===== config.mk =====
export PLATFORM = sky130hd
export DESIGN_NAME = bal_front
export DESIGN_NICKNAME = d
export VERILOG_FILES = /design/src/hw/rtl/bal_pkg.sv /design/src/hw/rtl/bal_front.sv
export SDC_FILE = /design/constraint.sdc
export NUM_CORES = 1
export LEC_CHECK = 0
export ABC_AREA = 0
export BUFFER_PORTS_ARGS = -buffer_cell sky130_fd_sc_hd__buf_2
export CORE_AREA = 5 5 198 200
export DETAILED_ROUTE_END_ITERATION = 8
export DIE_AREA = 0 0 203 205
export MAX_ROUTING_LAYER = met4
export PLACE_DENSITY_LB_ADDON = 0.08
export SYNTH_ARGS = -nofsm -noshare
export SYNTH_HDL_FRONTEND = slang
export SYNTH_SLANG_ARGS = --single-unit

===== constraint.sdc =====
create_clock -name clk -period 24 [get_ports clk]
set_clock_uncertainty 0.15 [all_clocks]
set_input_delay 2.4 -clock clk [delete_from_list [all_inputs] [get_ports clk]]
set_output_delay 2.4 -clock clk [all_outputs]
set_load 0.02 [all_outputs]

===== src/hw/rtl/bal_pkg.sv =====
// Package for the cubic Bezier arc-length table block.
// Holds the curve, work and table entry types and fixed constants.
// No dependencies.
package bal_pkg;

    typedef struct packed {
        logic signed [31:0] start_x;
        logic signed [31:0] start_y;
        logic signed [31:0] ctrl1_x;
        logic signed [31:0] ctrl1_y;
        logic signed [31:0] ctrl2_x;
        logic signed [31:0] ctrl2_y;
        logic signed [31:0] end_x;
        logic signed [31:0] end_y;
    } bal_curve_t;

    typedef struct packed {
        logic [5:0]  entry_index;
        logic [16:0] norm_length;
        logic [16:0] param_t;
        logic [47:0] total_length;
        logic        last_entry;
    } bal_entry_t;

    // One curve waiting for the engine, with its front-end classification.
    typedef struct packed {
        bal_curve_t curve;
        logic       flat;
    } bal_task_t;

    localparam logic [47:0] LEN_MAX    = 48'hFFFF_FFFF_FFFF;
    localparam logic [16:0] ONE_Q16    = 17'h10000;
    localparam logic [5:0]  ROOT_LAST  = 6'd32;
    localparam logic [5:0]  QUO_LAST   = 6'd16;

endpackage


===== src/hw/rtl/bal_front.sv =====
// Front end: takes curves in, holds one, and marks curves whose four
// control points coincide. Depends on bal_pkg.
module bal_front (
    input  logic                clk,
    input  logic                rst_n,
    input  logic                push,
    output logic                full,
    input  bal_pkg::bal_curve_t item,
    output logic                task_push,
    output bal_pkg::bal_task_t  task_data,
    input  logic                task_full
);
    import bal_pkg::*;

    logic       hold_valid_reg;
    bal_curve_t hold_reg;
    logic       take;

    assign full      = hold_valid_reg && task_full;
    assign take      = push && !full;
    assign task_push = hold_valid_reg && !task_full;

    // A curve whose control points are all equal has zero length everywhere.
    assign task_data.curve = hold_reg;
    assign task_data.flat  = (hold_reg.ctrl1_x == hold_reg.start_x)
                          && (hold_reg.ctrl2_x == hold_reg.start_x)
                          && (hold_reg.end_x   == hold_reg.start_x)
                          && (hold_reg.ctrl1_y == hold_reg.start_y)
                          && (hold_reg.ctrl2_y == hold_reg.start_y)
                          && (hold_reg.end_y   == hold_reg.start_y);

    always_ff @(posedge clk or negedge rst_n)
    begin
        if (!rst_n)
        begin
            hold_valid_reg <= 1'b0;
        end
        else if (take)
        begin
            hold_valid_reg <= 1'b1;
        end
        else if (task_push)
        begin
            hold_valid_reg <= 1'b0;
        end
    end

    always_ff @(posedge clk)
    begin
        if (take)
        begin
            hold_reg <= item;
        end
    end

endmodule


Word level (Yosys, flattened, before mapping)
Cells that the tools add are included.
{"block": "word_totals", "output_inout_bits": 259, "word_cells": 28, "in_bits": 260, "ff_bits": 257}
{"block": "op_classes", "eq_ne": 6, "muxes": 2, "n_reduce_logical": 11}
{"op": "32-bit == test", "count": 6}
{"op": "1-bit logical AND", "count": 8}
{"op": "1-bit zero test", "count": 2}
{"op": "1-bit 2-to-1 mux", "count": 2}
{"op": "2-bit nonzero test", "count": 1}

Depth between registers and ports, before layout
Gate-level depths: netlist of the first run.
{"block": "depth", "depth_word": 6, "mapped_depth": 6}

Worst setup path after synthesis of the first run
No wires, ideal clock.
{"block": "synth_timing", "path_type": "input-to-reg", "from": "input task_full", "to": "register hold_reg (netlist bit task_data[100]) (enable)", "arrival_time_ns": 13.818, "setup_time_ns": 0.902, "n_path_buf": 0, "slack_ns": 9.130, "stages": 2, "required_time_ns": 22.948, "path_cell_list": "and2_1 > nor2b_1"}
{"block": "synth_between", "elab_chain_len": 3}
{"element": "start: declaration", "line_no": "bal_front.sv:11", "text": "input logic task_full"}
{"element": "1-bit logical AND", "line_no": "bal_front.sv:19", "text": "assign full = hold_valid_reg && task_full;"}
{"element": "1-bit zero test", "line_no": "bal_front.sv:20", "text": "assign take = push && !full;"}
{"element": "1-bit logical AND", "line_no": "bal_front.sv:20"}
{"element": "via take", "line_no": "bal_front.sv:17", "text": "logic take;"}
{"element": "end signal: assignment", "line_no": "bal_front.sv:52", "text": "hold_reg <= item;"}
{"element": "end: declaration", "line_no": "bal_front.sv:16", "text": "bal_curve_t hold_reg;"}
The timed path passes the listed nets, and every way through them passes these cells.
A chain may end at the register's enable or synchronous reset.

==> impl_metrics.toml, run 1 <==
[yosys]
synth_top_cell_by_area = "edfxtp_1"
synthCells = 518
seq_area_frac_synth_pct = 79.4
synthTopCellsByArea = "edfxtp_1 (79%), xor2_1 (7.8%), xnor2_1 (6.0%), nor4_1 (1.5%), nand4_1 (1.5%)"
async_flop_share_pct = 0.389
synth_top_area_share_pct = 79.2
syn_area_sq_mm = 0.00971
synth_seq_cells = 257
syn-num-nets = 778
synth_edf_count = 256
ys.flop_type = "edfxtp_1"
avgSynthCellArea_sq_um = 18.7
yosysWarnings = 0
yosysUniqueCellTypes = 19

[floorplanning]
start_util_pct = 26.1
io_pins = 519
core_area_sq_mm = 0.0372
dieArea_sq_mm = 0.0416
rows = 71
die_h_um = 205
dieWidth_um = 203

[place]
portBuffers = 518
post-place-cells = 1514
placed_cell_area_sq_mm = 0.0129
gp_congestion = 0.785
dp_hpwl_um = 32300

[layout]
finalNonFillerCells = 1576
multi_input_area_sq_mm = 0.00201
most-common-layout-cells = "buf_2 (518), edfxtp_1 (256), xor2_1 (86), xnor2_1 (66), clkbuf_16 (31)"
area_growth_pct = 43.0
largest_reg_flops = 256
fin_nets = 1333
drive_above_1_share_pct = 51.9
layout_commonest_cell = "buf_2"
fill_cells = 3687
seq_area_sq_mm = 0.00771
postLayoutCoreUtil_pct = 37.3
finish.instance_area_sq_mm = 0.0139

[critical_path]
crit_path_max_incr_delay_ns = 0.56
slowest_stage = "nor3_1"
path_cells = "xor2_1 > nor4_1 > nand4_1 > nor3_1 > nand4_1 > nor4_2 > buf_2"
endpoint_kind = "output port"
critical_path.startpoint_type = "register"
criticalPathCategory = "reg -> out"
arrival_ns = 3.44
cp.required_ns = 21.45
worstPathMaxFanout = 4
crit_top_cell = "nand4_1"

[global_routing]
grt_pass1_vias = 7288
overflow = 0
grt_max_degree = 75
grtUsageTotal_pct = 18.3
antenna_found_initial = 7
grt_pass1_wl_um = 52800

[clock_network]
clk_latency_ns = 0.56
cts_tree = "built"
cts.clk_slew.worst_paths_ns = 0.06
cts_sinks = 257
clockBufferDepth = 3
cts-htree-levels = 1
cts_inserted_buffers = 31
cts_setup_buffers = 0
hold_buffers = 0
postCtsResizedCells = 0
clock-root-buffer = "clkbuf_16"

[sta]
setup_viol = 0
tns_ns = 0
slew_viol_final = 0
slew_headroom_pct = 31.3
holdWs_ns = 0.553
rsz0062_at_grt = "false"
fmax_mhz = 167
finalCritPeriodShare_pct = 25.0
fin_crit_ns = 5.99
hold_viol = 0
worst_pin_slew_ns = 1.03

[min_path]
hold_path_class = "reg -> reg"

[detailed_routing]
first_pass_iters = 4
drcViolationCount = 0
wire_per_inst_um = 24.8
wl_um = 39100
drtIter0Drc = 287
ant_nets = 0
viasPerCell = 4.26
vias = 6718

[power]
vdd_drop_max_uv = 56.5
power.leakage_uw = 0.00562
p_per_area_mw_per_mm2 = 79.6

[outcome]
run_status = "complete, no violations"

[job]
drv_cap = 0
==> cells by family after synthesis <==
| group | Yosys count | share of synthesized area [%] |
|---|---|---|
| XOR/XNOR | 152 | 13.7 |
| flip-flops | 257 | 79.4 |
| AO/OA/AOI/OAI | 11 | 0.773 |
| AND/OR/NAND/NOR | 98 | 6.09 |
==> worst paths after layout <==
check	start	to	slack (ns)	cells after the start
max	task_data[236]	task_data[0]	18.01	7
min in group asynchronous	rst_n	hold_valid_reg	1.45	1
min	hold_valid_reg	hold_valid_reg	0.55	2
min reg2reg	hold_valid_reg	hold_valid_reg	0.55	2
max reg2reg	hold_valid_reg	task_data[126]	21.14	4
max in group asynchronous	rst_n	hold_valid_reg	22.17	1
==> where the power goes <==
group          leakage [uW]  internal [uW]  total, uW  switching (uW)
combinational       0.00271           45.3        122            76.4
clock              0.000460            253        435             182
sequential          0.00245            526        548            22.3
total               0.00562            824       1110             281
==> per-stage QoR <==
stage                     setup WS, ns  total power [uW]
after floorplan                   9.13               622
after global placement           18.32               684
after detailed placement         18.30               683
after CTS                        17.67              1130
after global routing             17.66              1150
final                            18.01              1110
==> cell type report <==
cell class              instances  area share (%)
well taps                     474            4.27
flip-flops and latches        257            55.5
repair buffers                522            18.9
diodes                          6           0.108
clock inverters                14           0.721
multi-input cells             261            14.4
clock buffers                  42            6.03
==> metal layers <==
layer  part of all wire [%]  vias up  global-route usage, %
li1                       -     3139                      -
met1                     39     3214                   21.2
met2                     51      318                   31.7
met3                    8.5       47                   5.90
met4                    2.0        0                   3.61
met5                      0        -                      -
==> worst max-delay path, delay by kind of cell (launching register included) <==
family,cells,cell delay [ns]
flops,1,0.53
xor+xnor,1,0.24
simple gates,5,1.86
buf+inv,1,0.23
==> synth_stat cells (2+ instances only) <==
cell type and count:
edfxtp_1 256, xor2_1 86, xnor2_1 66, nor4_1 24, nand4_1 23, nor3_1 19, and3_1 15, o22ai_1 7
nand3_1 6, or3_1 5, a221oi_1 2, nor2b_1 2
No activity file was read; power rests on OpenSTA's default activity.
==> inputs of run 2 (changes only) <==
Clock period 24 ns to 5.6 ns, I/O delays scaled along.
==> run 2 against run 1 <==
- first-iteration DRC count up 5.9%
- core utilization up 5.1 points
- non-clock buffer count up 198
- clock power rose to 3.9 times the previous value
- power rose to 4.2 times the previous value
- critical endpoint unchanged
- final area up 14%
==> impl_metrics.toml, run 2 (same netlist as run 1, synthesis figures left out) <==
[floorplanning]
core_area_sq_mm = 0.0372
dieWidth_um = 203
io_pins = 519
start_util_pct = 26.1
die_h_um = 205
dieArea_sq_mm = 0.0416
rows = 71

[power]
power.leakage_uw = 0.00640
power_frac_seq_pct = 50.1
p_per_area_mw_per_mm2 = 297
p_clk_share_pct = 36.1
p_total_uw = 4690
p_sw_share_pct = 25.8
p_int_uw = 3480
p_switching_uw = 1210
vdd_drop_max_uv = 200
p_comb_share_pct = 13.7

[critical_path]
slowest_stage = "nor4_1"
endpoint_kind = "output port"
criticalPathCategory = "reg -> out"
critical_path.startpoint_type = "register"
arrival_ns = 3.14
crit_top_cell = "nand4_1"
reg2reg_depth = 3
r2r-start = "hold_valid_reg"
rr_endpoint = "task_data[50]"
cp.required_ns = 4.89
reg2reg_setup_slack_ns = 3.14
worstPathMaxFanout = 4
path_cells = "xor2_1 > nor4_1 > nand4_1 > nor3_1 > nand4_1 > nor4_2 > buf_2"
crit_path_max_incr_delay_ns = 0.75

[layout]
most-common-layout-cells = "buf_2 (518), edfxtp_1 (256), dlygate4sd3_1 (199), xor2_1 (86), xnor2_1 (66)"
finalNonFillerCells = 1769
fin_nets = 1529
largest_reg_flops = 256
finish.instance_area_sq_mm = 0.0158
area_growth_pct = 62.4
layout_commonest_cell = "buf_2"
drive_above_1_share_pct = 43.3

[place]
portBuffers = 518
post-place-cells = 1513
placed_cell_area_sq_mm = 0.0130
dp_hpwl_um = 32300
gp_congestion = 0.807

[global_routing]
grt_pass1_wl_um = 56300
grt_max_degree = 107
grt_pass1_vias = 8244
grtUsageTotal_pct = 19.1
overflow = 0
antenna_found_initial = 4

[sta]
setup_viol = 0
rsz0062_at_grt = "false"
hold_viol = 0
holdWs_ns = 0.0389
slew_headroom_pct = 37.9
tns_ns = 0
worst_pin_slew_ns = 0.930
fmax_mhz = 260
slew_viol_final = 0
fin_crit_ns = 3.85
finalCritPeriodShare_pct = 68.7

[clock_network]
clock-root-buffer = "clkbuf_16"
hold_buffers = 199
cts_tree = "built"
cts-htree-levels = 1
clk_latency_ns = 0.55
cts.clk_slew.worst_paths_ns = 0.06
cts_inserted_buffers = 29
cts_sinks = 257
clockBufferDepth = 3
cts_setup_buffers = 0
postCtsResizedCells = 0

[min_path]
hold_path_class = "in -> reg"
hold_depth = 1
holdPathEnd = "task_data[178]"
min_from = "item[177]"

[detailed_routing]
drtIter0Drc = 304
ant_nets = 0
wire_per_inst_um = 22.9
viasPerCell = 4.25
wl_um = 40500
drcViolationCount = 0
vias = 7517
first_pass_iters = 4

[outcome]
run_status = "complete, no violations"

[job]
drv_cap = 0
[run 2: worst max path at each step]
stage                   start             end  slack (ns)  depth (start not counted)
2_1_floorplan       task_full  task_data[100]        0.36                          2
3_5_place_dp   task_data[196]    task_data[0]        2.13                          7
4_1_cts        task_data[196]    task_data[0]        1.52                          7
5_1_grt        task_data[196]    task_data[0]        1.60                          7
6_report       task_data[203]    task_data[0]        1.75                          7
3_3_place_gp   task_data[196]    task_data[0]        2.22                          7
[run 2: cell type report]
type                    instances  area [sq um]
fillers                      3557         21400
flip-flops and latches        257          7710
repair buffers                720          4630
multi-input cells             261          2010
clock buffers                  37           756
well taps                     474           593
clock inverters                15          61.3
diodes                          5          12.5
[run 2: critical path, delay by kind of cell (launching register included)]
family / cells / cell delay, ns
xor+xnor: 1 / 0.21
buf+inv: 1 / 0.22
simple gates: 5 / 1.68
flops: 1 / 0.48
[run 2: power groups by stage]
| stage | Combinational [uW] | Clock, uW | Sequential (uW) |
|---|---|---|---|
| floorplan | 128 | 0 | 2510 |
| global placement | 541 | 0 | 2390 |
| detailed placement | 537 | 0 | 2390 |
| CTS | 657 | 1760 | 2350 |
| global route | 688 | 1840 | 2370 |
| finish | 643 | 1690 | 2350 |
[run 2: per-layer routing]
layer	share of wire, %	global-route usage [%]	up-vias	wire length, um
li1	-	-	3531	-
met5	0	-	-	0
met4	2.3	4.24	0	934
met1	40	22.3	3629	16200
met3	6.7	5.18	47	2720
met2	51	33.3	310	20700
[run 2: stage by stage]
stage / setup slack, ns / util [%]
floorplan: 0.365 / -
global route: 1.60 / 42.4
detailed placement: 2.13 / 34.8
global placement: 2.22 / 34.8
finish: 1.75 / 42.4
CTS: 1.52 / 42.3
