### src/hw/rtl/bal_fifo.sv
// Small first-in first-out queue built from registers.
// Generic in width and depth; no package dependency.
module bal_fifo #(
    parameter int WIDTH = 8,
    parameter int DEPTH = 2
) (
    input  logic             clk,
    input  logic             rst_n,
    input  logic             push,
    input  logic [WIDTH-1:0] wdata,
    output logic             full,
    input  logic             pop,
    output logic [WIDTH-1:0] rdata,
    output logic             empty
);
    localparam int AW = (DEPTH > 1) ? $clog2(DEPTH) : 1;
    localparam int CW = $clog2(DEPTH + 1);

    logic [WIDTH-1:0] mem_reg [DEPTH];
    logic [AW-1:0]    wptr_reg;
    logic [AW-1:0]    rptr_reg;
    logic [CW-1:0]    count_reg;
    logic             push_ok;
    logic             pop_ok;

    assign full    = (count_reg == CW'(DEPTH));
    assign empty   = (count_reg == '0);
    assign push_ok = push && !full;
    assign pop_ok  = pop && !empty;
    assign rdata   = mem_reg[rptr_reg];

    always_ff @(posedge clk or negedge rst_n)
    begin
        if (!rst_n)
        begin
            wptr_reg  <= '0;
            rptr_reg  <= '0;
            count_reg <= '0;
        end
        else
        begin
            if (push_ok)
            begin
                wptr_reg <= (wptr_reg == AW'(DEPTH - 1)) ? '0 : wptr_reg + 1'b1;
            end
            if (pop_ok)
            begin
                rptr_reg <= (rptr_reg == AW'(DEPTH - 1)) ? '0 : rptr_reg + 1'b1;
            end
            if (push_ok && !pop_ok)
            begin
                count_reg <= count_reg + 1'b1;
            end
            else if (pop_ok && !push_ok)
            begin
                count_reg <= count_reg - 1'b1;
            end
        end
    end

    always_ff @(posedge clk)
    begin
        if (push_ok)
        begin
            mem_reg[wptr_reg] <= wdata;
        end
    end

endmodule

### config.mk
export PLATFORM = sky130hd
export DESIGN_NAME = bal_fifo
export DESIGN_NICKNAME = d
export VERILOG_FILES = /design/src/hw/rtl/bal_fifo.sv
export SDC_FILE = /design/constraint.sdc
export NUM_CORES = 1
export LEC_CHECK = 0
export ABC_AREA = 1
export BUFFER_PORTS_ARGS = -buffer_cell sky130_fd_sc_hd__buf_4
export CAP_MARGIN = 20
export CORE_AREA = 4 4 45 47
export CTS_CLUSTER_SIZE = 40
export DETAILED_ROUTE_END_ITERATION = 12
export DIE_AREA = 0 0 49 51
export GPL_TIMING_DRIVEN = 0
export PLACE_DENSITY = 0.87
export SETUP_SLACK_MARGIN = 0.15
export SLEW_MARGIN = 5
export SYNTH_ARGS = -nofsm -noshare
export SYNTH_HDL_FRONTEND = slang
export SYNTH_SLANG_ARGS = --single-unit
### constraint.sdc
create_clock -name clk -period 3.2 [get_ports clk]
set_clock_uncertainty 0.1 [all_clocks]
set_input_delay 0.48 -clock clk [delete_from_list [all_inputs] [get_ports clk]]
set_output_delay 0.48 -clock clk [all_outputs]
set_load 0.01 [all_outputs]
# Yosys cells after proc, flatten, opt, wreduce, memory -nomap -nowiden
# Memory sizes are Yosys's and may differ from the RTL's.
# Cells that the tools add are included.
dict set report op_classes {
  n_reduce_logical 10
  eq_ne 1
  mux 6
  n_addsub 4
}
# op n
set op_table {}
lappend op_table {{logical AND 1 bit} 4}
lappend op_table {{logical NOT 1 bit} 4}
lappend op_table {{two-way mux 1 bit} 4}
lappend op_table {{two-way mux 2 bit} 2}
lappend op_table {{adder 1 bit, second input constant} 2}
lappend op_table {{adder 2 x 1 -> 2 bit, second input constant} 1}
lappend op_table {{== test 2 bit, second input constant} 1}
lappend op_table {{logical NOT 2 bit} 1}
lappend op_table {{nonzero test 2 bit} 1}
lappend op_table {{subtractor 2 x 1 -> 2 bit, second input constant} 1}
dict set report word_totals {
  n_memories 1
  register_bits 4
  mem_bits_rw 16
  out_inout_bits 10
  elab_cells 25
  inputBits 12
}
# memory words width read_ports rd_clocked_by_memory_dff write_ports line_no
set mem_list {}
lappend mem_list {mem_reg 2 8 1 0 1 19} ;# logic [WIDTH-1:0] mem_reg [DEPTH];

# Longest topological paths before layout
# Gate-level depths: netlist of the first run.
dict set report logic_depth {
  word_depth 7
  mapped_depth 9
  ltp_nobuf 9
}

# Worst setup path after synthesis of the first run
# Ideal clock, no wire load.
dict set report synth_timing {
  kind {register to register}
  from {register count_reg[1]}
  to {memory mem_reg[1][0], enable pin}
  required_ns 2.729
  setup_time_ns 0.371
  path_stages_with_launch 4
  setup_slack_ns 1.778
  synth_period_minus_slack_ns 1.422
  path_buffers 0
  arrival_time_ns 0.951
  path_cell_list {dfrtp_1 > inv_1 > o21ai_0 > nor2_1}
}
dict set report synth_via {
  elab_chain_cells 5
}
# element line_no
set synth_lines {}
lappend synth_lines {{start, declared} 22} ;# logic [CW-1:0] count_reg;
lappend synth_lines {{start signal, assigned} 52} ;# count_reg <= count_reg + 1'b1;
lappend synth_lines {{start signal, assigned} 56} ;# count_reg <= count_reg - 1'b1;
lappend synth_lines {{== test 2 bit} 26} ;# assign full = (count_reg == CW'(DEPTH));
lappend synth_lines {{logical NOT 1 bit} 28} ;# assign push_ok = push && !full;
lappend synth_lines {{logical AND 1 bit} 28}
lappend synth_lines {{two-way mux 1 bit} 63} ;# if (push_ok)
lappend synth_lines {{two-way mux 1 bit (implied by the code)} 65} ;# mem_reg[wptr_reg] <= wdata;
lappend synth_lines {{end, declared} 19}
# Every way passes these cells.

# Worst setup path in the final report of the first run
dict set report layout_timing {
  from {register rptr_reg}
  to {output port rdata[3]}
}
dict set report layout_via {
  elab_chain_cells 1
}
# element line_no
set layout_lines {}
lappend layout_lines {{start, declared} 21} ;# logic [AW-1:0] rptr_reg;
lappend layout_lines {{start signal, assigned} 48} ;# rptr_reg <= (rptr_reg == AW'(DEPTH - 1)) ? '0 : rptr_reg + 1'b1;
lappend layout_lines {{memory read (2 x 8 bit)} -}
lappend layout_lines {{end, declared} 13} ;# output logic [WIDTH-1:0] rdata,
# Every way passes these cells.

==> results of run 1 <==
==> final timing paths <==
kind / endpoint / cells after the start
min in group asynchronous: count_reg[1]$_DFFE_PN0P_ / 2
max in group asynchronous: rptr_reg$_DFFE_PN0P_ / 2
worst min register to register: wptr_reg$_DFFE_PN0N_ / 2
worst max-delay path: rdata[3] / 5
worst max register to register: mem_reg[1][0]$_DFFE_PP_ / 2
worst min-delay path: mem_reg[1][4]$_DFFE_PP_ / 1
==> cell families (layout without fill, tap and decap cells) <==
| logic type | Yosys count | count (layout) | share of synthesized area |
|---|---|---|---|
| simple gates | 40 | 40 | 0.201 |
| flops | 20 | 20 | 0.717 |
| buf+inv | 9 | 35 | 0.0433 |
| compound gates | 2 | 2 | 0.0124 |
| fa+ha+maj | 1 | 1 | 0.0155 |
| xor+xnor | 1 | 1 | 0.0108 |
==> repair_timing <==
| item | CTS | global route |
|---|---|---|
| setup buffers | 0 | 0 |
| hold endpoints to repair | 4 | 0 |
| hold buffers | 1 | 0 |
==> metrics by stage <==
stage	instances	worst slack [ns]	power (mW)	hold slack [ns]	cell area, sq um
6_report	116	1.35	0.976	0.251	1050
5_1_grt	116	1.26	1.05	0.229	1050
4_1_cts	116	1.33	0.989	0.241	1050
3_5_place_dp	111	1.55	0.780	0.178	988
3_3_place_gp	111	1.54	0.752	0.176	988
2_1_floorplan	73	1.78	0.612	0.0844	810
==> routing by layer <==
metal | wire [um] | vias to the layer above | global-route usage | part of all wire
met3 | 94 | 2 | 0.0292 | 0.058
li1 | - | 289 | - | -
met2 | 916 | 25 | 0.283 | 0.57
met4 | 15 | 0 | 0.0762 | 0.0093
met5 | 0 | - | 0 | 0
met1 | 584 | 263 | 0.125 | 0.36
==> synthesized netlist by cell type (all sizes together) <==
library cell / number
buf: 1
dfrtp: 4
edfxtp: 16
ha: 1
inv: 8
nand2: 33
nand3: 1
nand3b: 1
nand4: 1
nor2: 4
o21ai: 2
xnor2: 1
==> power groups by stage <==
stage	Sequential, mW	Clock (mW)	Combinational (mW)
after floorplan	0.392	0	0.220
after global placement	0.397	0	0.355
after detailed placement	0.402	0	0.378
after CTS	0.397	0.209	0.383
after global routing	0.406	0.219	0.422
final	0.397	0.205	0.374
==> area by class of cell <==
type | count | area (sq um) | area share
repair buffers | 22 | 168 | 0.160
inverters | 8 | 30.0 | 0.0286
multi-input cells | 44 | 194 | 0.185
flip-flops and latches | 20 | 581 | 0.552
clock buffers | 3 | 22.5 | 0.0214
clock inverters | 1 | 30.0 | 0.0286
plain buffers | 1 | 5.00 | 0.00476
well taps | 17 | 21.3 | 0.0202
==> out/results.ini, run 1 <==
[clocking]
cts.clk_slew.worst_paths_ns=0.12
htreeDepth=1
clock_sinks=20
cts.path.max_buffers=2
cts_tree=built
post_cts_resized=0
clock_latency_ns=0.29
cts_buffers=3
root_buffer=clkbuf_4

[power]
powerDensity_nw_per_um2=929
swShare=0.338
cellInternalPower_uw=646
clock_power_share=0.210
seqPwrFrac=0.406
p_leak_nw=0.497
p_comb_frac=0.384
p_sw_uw=330
ir_worst_vdd_mv=0.564

[final_layout]
utilization=0.636
num_antenna_cells=0
final_common_cell=nand2_1
area_growth_pct=29.8
fill_cells=127
largest_reg_flops=16
nets=113
final_cell_mix=33 x nand2_1, 21 x buf_4, 16 x edfxtp_1
layout-drive-gt1-share=0.293

[floorplanning]
core-area_sq_um=1650
dieArea_sq_um=2500
die_width_um=49
num_rows=15
die_h_um=51
initial_core_util=0.490
ios=22

[setup_path]
worstPathRequired_ns=2.62
path_max_fanout=10
crit_path_start_kind=flip-flop
critPathCaptureType=output port
regToRegStartpoint=count_reg[0]$_DFFE_PN0P_
crit_path_cell_trace=buf_2 > inv_2 > nand2_1 > nand2_1 > buf_4
critPathTopFamily=buffers and inverters
regToRegSetupSlack_ns=1.60
crit_type=reg -> out
arrival_ns=1.27
startpoint=rptr_reg$_DFFE_PN0P_
cp_common_cell=nand2_1
max_stage_delay_ns=0.37
cp_num_buf_inv=3
slowest_stage=dfrtp_1

[global_route]
grt_max_degree=13
antenna_found_initial=0
grt_overflow=0
first_global_vias=605
grt_use_total=0.140
grt_pass1_wl_um=2590

[synthesis]
synth_area_sq_um=810
yosysSeqAreaShare=0.717
yosysWarnings=0
synth_area_leader_cell=edfxtp_1
ys_types=14
yosysTopAreaCellShare=0.594
ys_seq_elements=20
syn_avg_cell_area_sq_um=11.1
netlist_instances=73
syn-num-nets=86
yosys-top-cells-area=edfxtp_1 59%, nand2_1 15%, dfrtp_1 12%, inv_1 3.2%, ha_1 1.5%

[route]
drt_wl_total_um=1610
via_per_inst=4.99
dr.pass1.iters=4
wl_per_cell_um=13.9
drc=0
via_count=579
ant_nets=0
drt_iter0_drc=19

[place]
gp_congestion=0.668
place_hpwl_um=1170
port_buffers=21

[timing]
fmax_ghz=0.541
rsz0062_at_grt=false
fin_setup_tns_ns=0
max_slew.worst_pin.slew_ns=0.629
fin_crit_ns=1.85
finalCritPeriodShare=0.577
slew_headroom=0.579
hold_viol=0
maxSlewViolCount=0
setup-violations-final=0

[run_status]
status=completed

[worst_hold_path]
hold_path.class=in -> reg
hold_start=wdata[4]

[run]
max_cap_viol_count=0

Note: power is estimated with default switching activity, not from simulation.
==> run 2, diff against run 1 <==
--- a/config.mk
+++ b/config.mk
@@ -5,15 +5,15 @@
 export SDC_FILE = /design/constraint.sdc
 export NUM_CORES = 1
 export LEC_CHECK = 0
-export ABC_AREA = 1
+export ABC_AREA = 0
 export BUFFER_PORTS_ARGS = -buffer_cell sky130_fd_sc_hd__buf_4
 export CAP_MARGIN = 20
-export CORE_AREA = 4 4 45 47
+export CORE_AREA = 4 4 48 50
 export CTS_CLUSTER_SIZE = 40
 export DETAILED_ROUTE_END_ITERATION = 12
-export DIE_AREA = 0 0 49 51
+export DIE_AREA = 0 0 52 54
 export GPL_TIMING_DRIVEN = 0
-export PLACE_DENSITY = 0.87
+export PLACE_DENSITY = 0.79
 export SETUP_SLACK_MARGIN = 0.15
 export SLEW_MARGIN = 5
 export SYNTH_ARGS = -nofsm -noshare
==> constraint.sdc (replaced) <==
create_clock -name clk -period 1.6 [get_ports clk]
set_clock_uncertainty 0.1 [all_clocks]
set_input_delay 0.24 -clock clk [delete_from_list [all_inputs] [get_ports clk]]
set_output_delay 0.24 -clock clk [all_outputs]
set_load 0.01 [all_outputs]
==> out/results.ini, run 2 <==
[run_status]
status=complete, but fails checks
violations=setup timing

[timing]
setup-violations-final=7
max_slew.worst_pin.slew_ns=0.282
hold_viol=0
hold_ws_ns=0.0353
rsz0062_at_grt=true
maxSlewViolCount=0
setup_slack_ns=-0.0148
slew_headroom=0.812
fmax_ghz=0.619
fin_setup_tns_ns=-0.0746
finalCritPeriodShare=1.01
fin_crit_ns=1.61

[global_route]
use_met3=0.0471
use_met2=0.228
first_global_vias=559
grt_overflow=0
grt_max_degree=12
antenna_found_initial=0
grt_use_total=0.112
top_usage_layer=met2
use_met1=0.101
grt_pass1_wl_um=2270

[final_layout]
nets=89
layout-drive-gt1-share=0.653
layoutNonFillerInstCount=102
multiInputGateArea_sq_um=264
largest_reg_flops=16
area_growth_pct=51.4
fill_cells=152
final_area_sq_um=1180
utilization=0.622
seqCellArea_sq_um=581
final_cell_mix=16 x edfxtp_1, 14 x buf_4, 13 x buf_6
final_common_cell=edfxtp_1
num_antenna_cells=0

[power]
powerDensity_nw_per_um2=1840
ir_worst_vdd_mv=0.991
p_leak_nw=0.502
power.total_mw=2.17

[synthesis]
netlist_instances=44
synth_area_sq_um=782
yosys-top-cells-area=edfxtp_1 61%, dfrtp_1 13%, mux2_1 8.6%, mux2_2 2.9%, xnor2_1 2.2%
yosysTopAreaCellShare=0.614
synth_edf_count=16
ys_seq_elements=20
synth_area_leader_cell=edfxtp_1
synth_most_common_cell=edfxtp_1
yosysWarnings=0
syn-num-nets=57
ys_types=15
async_reset_ff_frac=0.200
synth_common_cells=16 x edfxtp_1, 6 x mux2_1, 4 x dfrtp_1
syn_avg_cell_area_sq_um=17.8
yosysSeqAreaShare=0.742
ys.flop_type=edfxtp_1

[setup_path]
crit_type=reg -> out
rr_worst_depth=7
max_stage_delay_ns=0.42
crit_path_cell_trace=buf_6 > mux2_4 > buf_6
critPathCaptureType=output port
cp_common_cell=buf_6
path_max_fanout=5
slowest_stage=dfrtp_1
critPathTopFamily=flip-flops
crit_cells=3
crit_path_start_kind=flip-flop
arrival_ns=1.27
cp_num_buf_inv=2
worstPathRequired_ns=1.26

[floorplanning]
ios=22
dieArea_sq_um=2810
initial_core_util=0.411
die_width_um=52
die_h_um=54
num_rows=16
core-area_sq_um=1900

[place]
dpl_worst_slack_ns=0.0386
port_buffers=21
gp_congestion=0.632
place_hpwl_um=939
dpl.cell_count=92
placed_cell_area_sq_um=983

[clocking]
cts_buffers=3
cts_tree=built
clock_latency_ns=0.28
cts.path.max_buffers=2
clock_sinks=20
cts.clk_slew.worst_paths_ns=0.10
root_buffer=clkbuf_4
htreeDepth=1

[route]
ant_nets=0
wl_per_cell_um=13.9
via_count=463
drc=0
drt_iter0_drc=2
dr.pass1.iters=2
via_per_inst=4.54
drt_wl_total_um=1420

[worst_hold_path]
hold_depth=1
hold_path.class=in -> reg

[run]
max_cap_viol_count=0

run 2: changes by cell type after synthesis, sizes merged, moves of 2 or more:
| cell | previous run | this run |
|---|---|---|
| mux2 | 0 | 8 |
| xor2 | 0 | 2 |
| inv | 8 | 2 |
| nand2 | 33 | 1 |
| xnor2 | 1 | 3 |
run 2: cells by family after synthesis:
| group | after synthesis | synth area share |
|---|---|---|
| fa+ha+maj | 1 | 0.0160 |
| xor+xnor | 5 | 0.0656 |
| flops | 20 | 0.742 |
| mux | 8 | 0.115 |
| simple gates | 6 | 0.0384 |
| buf+inv | 3 | 0.0160 |
| compound gates | 1 | 0.00639 |
run 2: worst register-to-register path, delay by kind of cell (launching register included):
kind | cells | cell delay [ns]
xor gates and xnor gates | 2 | 0.29
adders and majority gates | 1 | 0.15
buffers and inverters | 1 | 0.05
DFF | 1 | 0.45
and+or+nand+nor | 3 | 0.40
run 2: final timing paths:
path,start,to,slack (ns)
worst max-delay path,rptr_reg$_DFFE_PN0P_,rdata[1],-0.01
worst min-delay path,wdata[1],mem_reg[1][1]$_DFFE_PP_,0.04
worst max register to register,count_reg[0]$_DFFE_PN0P_,count_reg[1]$_DFFE_PN0P_,0.10
worst min register to register,wptr_reg$_DFFE_PN0N_,wptr_reg$_DFFE_PN0N_,0.50
max in group asynchronous,rst_n,wptr_reg$_DFFE_PN0N_,1.13
min in group asynchronous,rst_n,count_reg[0]$_DFFE_PN0P_,0.17
run 2: timing repair:
item / 4_1_cts / 5_1_grt
endpoints found under the setup margin: 25 / 27
hold endpoints to repair: 4 / 0
gates cloned: 1 / 0
resized for setup: 25 / 8
pin swaps: 2 / 1
hold buffers: 1 / 0
setup buffers: 3 / 1
run 2: area by class of cell:
class                   instances  share of cell area
flip-flops and latches         20               0.490
multi-input cells              21               0.223
repair buffers                 27               0.211
clock buffers                   4              0.0307
well taps                      27              0.0285
plain buffers                   1             0.00951
inverters                       2             0.00634
run 2: metal layers:
metal | up-vias | share of wire
met5 | - | 0
met4 | 0 | 0
met3 | 0 | 0.089
met2 | 15 | 0.59
met1 | 228 | 0.32
li1 | 220 | -
run 2: report_power, final:
| group | internal [mW] | switching (mW) | total, mW |
|---|---|---|---|
| clock network | 0.138 | 0.137 | 0.275 |
| logic | 0.647 | 0.414 | 1.06 |
| registers | 0.728 | 0.111 | 0.839 |
| total | 1.51 | 0.662 | 2.17 |
